==> src/hw/rtl/amc_pkg.sv <==
// shared types, codes and defaults for the adjacency matrix connectivity block
package amc_pkg;

    localparam int MAX_VERTICES_DEF = 64;
    localparam int WEIGHT_BITS_DEF  = 32;
    localparam int VFIELD_W         = 6;
    localparam int WFIELD_W         = 32;
    localparam int KIND_W           = 3;
    localparam int CFG_IDX_W        = 2;
    localparam int VCOUNT_W         = 7;

    localparam logic [KIND_W-1:0] KIND_ADD   = 3'd0;
    localparam logic [KIND_W-1:0] KIND_DEL   = 3'd1;
    localparam logic [KIND_W-1:0] KIND_GET   = 3'd2;
    localparam logic [KIND_W-1:0] KIND_REACH = 3'd3;
    localparam logic [KIND_W-1:0] KIND_CLEAR = 3'd4;

    localparam logic [CFG_IDX_W-1:0] CFG_WEIGHTED_MODE = 2'd0;
    localparam logic [CFG_IDX_W-1:0] CFG_VERTEX_COUNT  = 2'd1;
    localparam logic [CFG_IDX_W-1:0] CFG_EMPTY_CODE    = 2'd2;

    localparam logic [VCOUNT_W-1:0] VERTEX_COUNT_RST = 7'd64;

    typedef enum logic [1:0] {
        ADDR_AB,
        ADDR_BA,
        ADDR_UV,
        ADDR_SWEEP
    } addr_sel_t;

    typedef enum logic [1:0] {
        WD_ITEM,
        WD_EMPTY,
        WD_ZERO
    } wdata_sel_t;

    typedef enum logic [3:0] {
        ST_INIT,
        ST_IDLE,
        ST_DISPATCH,
        ST_RD_ISSUE,
        ST_RD_CHECK,
        ST_WR_AB,
        ST_WR_BA,
        ST_CLEAR,
        ST_BFS_INIT,
        ST_BFS_POP,
        ST_BFS_LOADU,
        ST_BFS_READ,
        ST_BFS_CHECK,
        ST_DONE
    } amc_state_t;

    typedef struct packed {
        logic       load_item;
        logic       mem_we;
        addr_sel_t  addr_sel;
        wdata_sel_t wdata_sel;
        logic       sweep_clr;
        logic       sweep_inc;
        logic       bfs_init;
        logic       q_pop;
        logic       u_load;
        logic       bfs_check;
        logic       cap_get;
        logic       cap_conn;
        logic       set_changed;
        logic       out_load;
    } amc_cmd_t;

    typedef struct packed {
        logic [KIND_W-1:0] kind;
        logic              inr;
        logic              rd_differs;
        logic              scan_last;
        logic              queue_empty;
        logic              sweep_last;
        logic              out_free;
    } amc_status_t;

endpackage

==> src/hw/rtl/amc_ctrl.sv <==
// controller state machine sequencing matrix accesses, sweeps and searches
module amc_ctrl (
    input  logic                 aclk,
    input  logic                 aresetn,
    input  logic                 in_valid,
    output logic                 in_ready,
    input  amc_pkg::amc_status_t status,
    output amc_pkg::amc_cmd_t    cmd
);
    import amc_pkg::*;

    amc_state_t state_reg, state_next;

    always_ff @(posedge aclk) begin
        if (!aresetn) begin
            state_reg <= ST_INIT;
        end else begin
            state_reg <= state_next;
        end
    end

    always_comb begin
        state_next = state_reg;
        unique case (state_reg)
            ST_INIT:      if (status.sweep_last) state_next = ST_IDLE;
            ST_IDLE:      if (in_valid) state_next = ST_DISPATCH;
            ST_DISPATCH: begin
                case (status.kind)
                    KIND_ADD, KIND_GET: state_next = status.inr ? ST_RD_ISSUE : ST_DONE;
                    KIND_DEL:   state_next = status.inr ? ST_WR_AB : ST_DONE;
                    KIND_REACH: state_next = status.inr ? ST_BFS_INIT : ST_DONE;
                    KIND_CLEAR: state_next = ST_CLEAR;
                    default:    state_next = ST_DONE;
                endcase
            end
            ST_RD_ISSUE:  state_next = ST_RD_CHECK;
            ST_RD_CHECK: begin
                if (status.kind == KIND_ADD && status.rd_differs) state_next = ST_WR_AB;
                else state_next = ST_DONE;
            end
            ST_WR_AB:     state_next = ST_WR_BA;
            ST_WR_BA:     state_next = ST_DONE;
            ST_CLEAR:     if (status.sweep_last) state_next = ST_DONE;
            ST_BFS_INIT:  state_next = ST_BFS_POP;
            ST_BFS_POP:   state_next = status.queue_empty ? ST_DONE : ST_BFS_LOADU;
            ST_BFS_LOADU: state_next = ST_BFS_READ;
            ST_BFS_READ:  state_next = ST_BFS_CHECK;
            ST_BFS_CHECK: state_next = status.scan_last ? ST_BFS_POP : ST_BFS_READ;
            ST_DONE:      if (status.out_free) state_next = ST_IDLE;
            default:      state_next = ST_IDLE;
        endcase
    end

    always_comb begin
        cmd          = '0;
        cmd.addr_sel = ADDR_AB;
        cmd.wdata_sel = WD_ITEM;
        in_ready     = 1'b0;
        unique case (state_reg)
            ST_INIT: begin
                cmd.mem_we    = 1'b1;
                cmd.addr_sel  = ADDR_SWEEP;
                cmd.wdata_sel = WD_ZERO;
                cmd.sweep_inc = 1'b1;
            end
            ST_IDLE: begin
                in_ready      = 1'b1;
                cmd.load_item = in_valid;
            end
            ST_DISPATCH: begin
                cmd.sweep_clr = 1'b1;
                // out of range get reports the empty value
                cmd.cap_get   = (status.kind == KIND_GET);
            end
            ST_RD_CHECK: begin
                cmd.cap_get = (status.kind == KIND_GET);
            end
            ST_WR_AB, ST_WR_BA: begin
                cmd.mem_we      = 1'b1;
                cmd.addr_sel    = (state_reg == ST_WR_AB) ? ADDR_AB : ADDR_BA;
                cmd.wdata_sel   = (status.kind == KIND_DEL) ? WD_EMPTY : WD_ITEM;
                cmd.set_changed = 1'b1;
            end
            ST_CLEAR: begin
                cmd.mem_we      = 1'b1;
                cmd.addr_sel    = ADDR_SWEEP;
                cmd.wdata_sel   = WD_EMPTY;
                cmd.sweep_inc   = 1'b1;
                cmd.set_changed = 1'b1;
            end
            ST_BFS_INIT:  cmd.bfs_init = 1'b1;
            ST_BFS_POP: begin
                cmd.q_pop    = !status.queue_empty;
                cmd.cap_conn = status.queue_empty;
            end
            ST_BFS_LOADU: cmd.u_load = 1'b1;
            ST_BFS_READ:  cmd.addr_sel = ADDR_UV;
            ST_BFS_CHECK: begin
                cmd.addr_sel  = ADDR_UV;
                cmd.bfs_check = 1'b1;
            end
            ST_DONE:      cmd.out_load = status.out_free;
            default:      ;
        endcase
    end

endmodule

==> config.mk <==
export PLATFORM = sky130hd
export DESIGN_NAME = amc_ctrl
export DESIGN_NICKNAME = d
export VERILOG_FILES = /design/src/hw/rtl/amc_pkg.sv /design/src/hw/rtl/amc_ctrl.sv
export SDC_FILE = /design/constraint.sdc
export NUM_CORES = 1
export LEC_CHECK = 0
export BUFFER_PORTS_ARGS = -buffer_cell sky130_fd_sc_hd__buf_2
export CAP_MARGIN = 0
export CORE_MARGIN = 4
export CORE_UTILIZATION = 35
export CTS_CLUSTER_DIAMETER = 60
export DETAILED_ROUTE_END_ITERATION = 8
export GPL_ROUTABILITY_DRIVEN = 0
export PLACE_DENSITY = 0.69
export SLEW_MARGIN = 10
export SYNTH_ARGS = -nofsm -noshare
export SYNTH_HDL_FRONTEND = slang
export SYNTH_SLANG_ARGS = --single-unit
==> constraint.sdc <==
create_clock -name aclk -period 4.12 [get_ports aclk]
set_clock_uncertainty 0.1 [all_clocks]
set_input_delay 0.618 -clock aclk [delete_from_list [all_inputs] [get_ports aclk]]
set_output_delay 0.618 -clock aclk [all_outputs]
set_load 0.01 [all_outputs]
==> summary.md, run 1 <==
| Metric | Value |
|---|---|
| Vias in the first global route | 707 |
| Global-route wire length before repair | 3.08 mm |
| Post-CTS resize count | 0 |
| Hold endpoint | state_reg[3]$_SDFFE_PN0P_ |
| Num CTS Buffers | 3 |
| Clock-pin slew on the worst setup and hold paths | 0.04 ns |
| CP max-delay cell | dfxtp_1 |
| Run status | completed |
| TNS Setup | 0 ns |
| Capturing point of the worst reg2reg path | state_reg[3]$_SDFFE_PN0P_ |
| Post-CTS Hold Buffers | 0 |
| Crit. End Element | primary output |
| Clock Path Buffers | 2 |
| Final hold vios | 0 |
| Register area | 80.1 um^2 |
| RSZ-0062 raised after global routing | false |
| Final nets | 137 |
| DRT antenna net count | 0 |
| Gr ovfl total | 0 |
| Placed Area | 751 um^2 |
| Synth Cell Area | 634 um^2 |
| Rows | 15 |
| Final Cycle Share | 0.609 |
| Max Slew Vio Count | 0 |
| Arrival time worst endpoint | 1.79 ns |
| Largest net degree at the start of global routing | 24 |
| Yosys warns | 0 |
| CTS root buf | clkbuf_4 |
| Class of the worst hold path | in -> reg |
| Iter 0 DRT Violations | 26 |
| Worst r2r src | state_reg[1]$_SDFFE_PN0P_ |
| Clock Latency Late Sink | 0.24 ns |
| CP max stage delay | 0.76 ns |
| Required @ worst endpoint | 3.40 ns |
| Net Count, Synth | 113 |
| Post-Syn Instances | 101 |
| Max-slew headroom | 0.492 |
| Primary FF master, synth | dfxtp_1 |
| Initial Utilization | 0.367 |
| Chip width | 50.6 um |
| Vias per cell | 5.42 |
| CP top delay family | flip-flops |
| Port buffer count | 28 |
| Max reg flops | 4 |
| CTS tree | done |
| CP Buf/Inv Count | 1 |
| Die area | 2560 um^2 |
| Die Y | 50.6 um |
| Number of enable flip-flop cells after synthesis | 0 |
| Period minus WS final | 2.51 ns |
| Multi-input logic area | 477 um^2 |
| I/O pin total | 29 |
| Pwr dens | 245 nW/um^2 |
| DR pass1 iterations | 4 |
| Peak VDD IR | 0.0000858 V |
| Post-synth ARST share | 0 |
| Setup Buffers After CTS | 0 |
| Worst Tran Pin Value | 0.761 ns |
| Register area share after synthesis | 0.126 |
| Hold depth | 2 |
| Achievable Freq | 0.398 GHz |
| Vias | 802 |
| Worst R2R Setup Slack | 2.25 ns |
| Worst-path fanout max | 23 |
| Hold wc startpoint | aresetn |
| Residual DRC count | 0 |
| Kind of critical path | reg -> out |
| Clock sinks | 4 |
| Drt wl/cell | 12.5 um |
| GRT Resource Usage Total | 0.154 |
| Synth-to-Final Area Change | 21.9% |
| Seq cells post-synth | 4 |
| Core Box Area | 1730 um^2 |
| Initial antenna violation count | 0 |
| Cell variety after synth | 43 |
| Total of max-cap violations | 0 |
| Layout cells sized above 1 | 0.301 |
| H-tree level count | 1 |
| HPWL after DPL | 1.41 mm |
| Post-Route WL | 1.84 mm |
| Cells along the critical path | nand2b_1 -> nor2_1 -> or2_2 -> buf_2 |
| Fillers | 201 |
| Setup violators final | 0 |
| Syn_area_per_cell | 6.28 um^2 |
| Pleak | 0.000315 uW |
| Worst Setup Start Kind | flip-flop |
| Worst Reg-to-Reg Cells | 4 |
| Antenna fix cells | 0 |
| Design area | 773 um^2 |
how the worst max path moves through the flow:
stage,depth (start not counted),startpoint,to,slack (ns)
floorplan,4,state_reg[1]$_SDFFE_PN0P_,cmd[15],2.04
global placement,4,state_reg[3]$_SDFFE_PN0P_,cmd[14],1.91
detailed placement,4,state_reg[3]$_SDFFE_PN0P_,cmd[14],1.87
CTS,4,state_reg[3]$_SDFFE_PN0P_,cmd[14],1.61
global route,3,state_reg[3]$_SDFFE_PN0P_,cmd[2],1.42
finish,4,state_reg[3]$_SDFFE_PN0P_,cmd[14],1.61
logic make-up (layout without fill, tap and decap cells):
group | count (synthesis) | after routing | synth area share
simple gates | 49 | 49 | 0.402
mux | 1 | 1 | 0.0178
xor+xnor | 1 | 1 | 0.0138
buf+inv | 15 | 37 | 0.122
compound gates | 31 | 31 | 0.318
flops | 4 | 4 | 0.126
synth_stat cells (all sizes together) (2+ instances only):
| master | count | share of area |
|---|---|---|
| o211ai | 3 | 0.036 |
| a21oi | 12 | 0.10 |
| buf | 8 | 0.081 |
| inv | 6 | 0.036 |
| or2b | 2 | 0.030 |
| nand2b | 2 | 0.020 |
| nand2 | 11 | 0.069 |
| nor3 | 7 | 0.055 |
| o21ai | 3 | 0.024 |
| nand3 | 2 | 0.016 |
| dfxtp | 4 | 0.13 |
| nor2 | 12 | 0.071 |
| o22ai | 2 | 0.020 |
| nor4 | 4 | 0.039 |
| a31oi | 2 | 0.020 |
cell type report:
class / count / share of cell area
Clock buffer: 3 / 0.0291
Inverter: 6 / 0.0291
Multi-Input combinational cell: 82 / 0.617
Sequential cell: 4 / 0.104
Tap cell: 25 / 0.0405
Timing Repair Buffer: 28 / 0.181
layout by cell type, fill, tap and decap left out, types with 2 or more instances in the layout:
master | Yosys | final
nor2_1 | 12 | 12
nand2_1 | 10 | 10
nand3_1 | 2 | 2
o22ai_1 | 2 | 2
nand2b_1 | 2 | 2
nor4_1 | 4 | 4
buf_2 | 5 | 28
a21oi_1 | 11 | 11
nor3_1 | 7 | 7
inv_2 | 2 | 2
inv_1 | 4 | 4
a31oi_1 | 2 | 2
o21ai_0 | 2 | 2
clkbuf_4 | 0 | 3
dfxtp_1 | 4 | 4
o211ai_1 | 3 | 3
stage by stage:
step                      setup WS [ns]  total power, uW   util  std cells  hold slack [ns]
after floorplan                    2.04              112      -        101            0.570
after detailed placement           1.87              139  0.435        145            0.729
after global routing               1.42              206  0.448        148            0.554
after CTS                          1.61              191  0.448        148            0.540
after global placement             1.91              138  0.435        145            0.739
final                              1.61              189  0.448        148            0.550
power breakdown:
| part | internal (uW) | switching (uW) |
|---|---|---|
| Sequential | 41.6 | 14.3 |
| Clock | 32.7 | 17.3 |
| Combinational | 37.4 | 46.0 |
| Total | 112 | 77.5 |
per-layer routing:
layer	global-route usage	vias up	part of all wire
met5	0	-	0
met4	0.0404	0	0.0087
met3	0.0386	2	0.061
met2	0.241	33	0.45
met1	0.208	354	0.48
li1	-	413	-
(Power assumes the default switching activity.)
==> run 2: changes to the inputs <==
==> constraint.sdc (replaced) <==
create_clock -name aclk -period 2.5 [get_ports aclk]
set_clock_uncertainty 0.1 [all_clocks]
set_input_delay 0.375 -clock aclk [delete_from_list [all_inputs] [get_ports aclk]]
set_output_delay 0.375 -clock aclk [all_outputs]
set_load 0.01 [all_outputs]
==> run 2 against run 1 <==
  * First-iteration DRC count grew 23%
  * Critical path type unchanged
  * Design area grew 1.9%
  * Final cell count grew 1.4%
  * Largest power group unchanged
  * Total power rose by 63%
  * Core utilization rose by 0.87 points
  * Highest routed layer is now met3
==> summary.md, run 2 (same netlist as run 1, synthesis figures left out) <==
| Metric | Value |
|---|---|
| Max Slew Vio Count | 0 (unchanged) |
| Worst Setup Start Kind | flip-flop |
| Gr ovfl total | 0 (unchanged) |
| Achievable Freq | 0.459 GHz |
| Pwr dens | 391 nW/um^2 (+60%) |
| Cells along the critical path | nand2b_1 -> nor2_1 -> or2_2 -> buf_2 |
| Max reg flops | 4 (unchanged) |
| Arrival time worst endpoint | 1.71 ns (-0.08 ns) |
| H-tree level count | 1 (unchanged) |
| Initial Utilization | 0.367 (unchanged) |
| Kind of critical path | reg -> out |
| Setup violators final | 0 (unchanged) |
| Final nets | 139 (+1.5%) |
| Switching power | 121 uW (+57%) |
| Vias per cell | 5.31 (-2.1%) |
| Period minus WS final | 2.18 ns |
| I/O pin total | 29 (unchanged) |
| Num CTS Buffers | 3 (unchanged) |
| Largest net degree at the start of global routing | 24 (unchanged) |
| Worst r2r src | state_reg[1]$_SDFFE_PN0P_ |
| Setup Buffers After CTS | 0 (unchanged) |
| Total of max-cap violations | 0 (unchanged) |
| CTS root buf | clkbuf_4 |
| Clock sinks | 4 (unchanged) |
| HPWL after DPL | 1.47 mm (+3.8%) |
| CP max-delay cell | dfxtp_1 |
| Final hold vios | 0 (unchanged) |
| Post-CTS Hold Buffers | 0 (unchanged) |
| Dpl cells | 147 (+1.4%) |
| Final Cycle Share | 0.872 |
| Vias in the first global route | 712 (+0.71%) |
| DRT antenna net count | 0 (unchanged) |
| Pleak | 0.000326 uW (+3.3%) |
| Register share of total power | 0.275 (-0.020) |
| Iter 0 DRT Violations | 32 (+23%) |
| Switching Share | 0.393 (-0.0162) |
| Clock network power share | 0.243 (-0.021) |
| Die area | 2560 um^2 (unchanged) |
| Peak VDD IR | 0.000193 V (+120%) |
| RSZ-0062 raised after global routing | false |
| Residual DRC count | 0 (unchanged) |
| Synth-to-Final Area Change | 24.3% |
| Rows | 15 (unchanged) |
| Port buffer count | 28 (unchanged) |
| Crit path launch | state_reg[2]$_SDFFE_PN0P_ |
| Hold wc startpoint | aresetn |
| Final Non-Filler Cells | 150 (+1.4%) |
| Required @ worst endpoint | 2.03 ns (-1.37 ns) |
| Clock Path Buffers | 2 (unchanged) |
| Int Power | 187 uW (+68%) |
| Commonest non-fill, non-tap cell in the layout | buf_2 |
| Fillers | 208 (+3.5%) |
| Worst Tran Pin Value | 0.746 ns (-0.0146 ns) |
| Core Box Area | 1730 um^2 (unchanged) |
| Die Y | 50.6 um (unchanged) |
| Clock-pin slew on the worst setup and hold paths | 0.04 ns (about the same) |
| Antenna fix cells | 0 (unchanged) |
| CTS tree | done |
| Max-slew headroom | 0.502 (+0.00973) |
| Run status | completed |
| Initial antenna violation count | 0 (unchanged) |
| Chip width | 50.6 um (unchanged) |
| Most frequent cells in the layout | buf_2 (28), nor2_1 (12), a21oi_1 (11) |
| Class of the worst hold path | in -> reg |
| Crit. End Element | primary output |
| TNS Setup | 0 ns (unchanged) |
| Worst-path fanout max | 23 (unchanged) |
| Layout cells sized above 1 | 0.312 (+0.0112) |
| DR pass1 iterations | 4 (unchanged) |
| Vias | 796 (-0.75%) |
| Comb pwr share | 0.481 (+0.040) |
| Clock Latency Late Sink | 0.23 ns (about the same) |
| CP max stage delay | 0.79 ns (+0.03 ns) |
| GRT Resource Usage Total | 0.149 (-0.00449) |
| Drt wl/cell | 12.3 um (-0.96%) |
| Post-Route WL | 1.85 mm (+0.38%) |
| Post-CTS resize count | 0 (unchanged) |
| Global-route wire length before repair | 3.06 mm (-0.68%) |
## run 2: cell count changes in the layout (fill, tap and decap cells not counted), sizes merged
cell / delta
buf: +2
## run 2: area by class of cell
type / instances / area (um^2) / share of cell area
Clock buffer: 3 / 22.5 / 0.0286
Inverter: 6 / 22.5 / 0.0286
Multi-Input combinational cell: 82 / 477 / 0.605
Sequential cell: 4 / 80.1 / 0.102
Tap cell: 25 / 31.3 / 0.0397
Timing Repair Buffer: 30 / 155 / 0.197
## run 2: metrics by stage
stage	hold WS (ns)	setup slack [ns]	utilization	power (uW)	area, um^2
6_report	0.317	0.319	0.457	309	788
5_1_grt	0.321	0.133	0.457	345	788
4_1_cts	0.314	0.346	0.457	311	788
3_5_place_dp	0.549	0.592	0.443	234	766
3_3_place_gp	0.551	0.621	0.443	233	766
2_1_floorplan	0.393	0.662	-	185	634
## run 2: power groups by stage
stage                     Combinational (uW)  Sequential, uW  Clock, uW
after global placement                   147            86.3          0
final                                    149            85.0       75.0
after CTS                                148            84.7       77.7
after detailed placement                 148            85.7          0
after global routing                     166            86.5       92.1
after floorplan                          114            71.2          0
## run 2: path summary, 6_finish.rpt
kind	to	slack, ns	depth (start not counted)
hold / removal	state_reg[0]$_SDFFE_PN0P_	0.32	3
setup reg to reg	state_reg[3]$_SDFFE_PN0P_	0.64	4
setup / recovery	cmd[14]	0.32	4
hold reg to reg	state_reg[0]$_SDFFE_PN0P_	0.69	2
## run 2: metal layers
layer	routed length [um]	global-route usage	part of all wire
met3	112	0.0356	0.061
met5	0	0	0
met2	903	0.250	0.49
met4	0	0.0404	0
met1	833	0.189	0.45
## run 2: critical path: cells and delay by family (launching register included)
family                 cells  cell delay, ns
buffers and inverters      1            0.11
flip-flops                 1            0.79
AND/OR/NAND/NOR            3            0.57
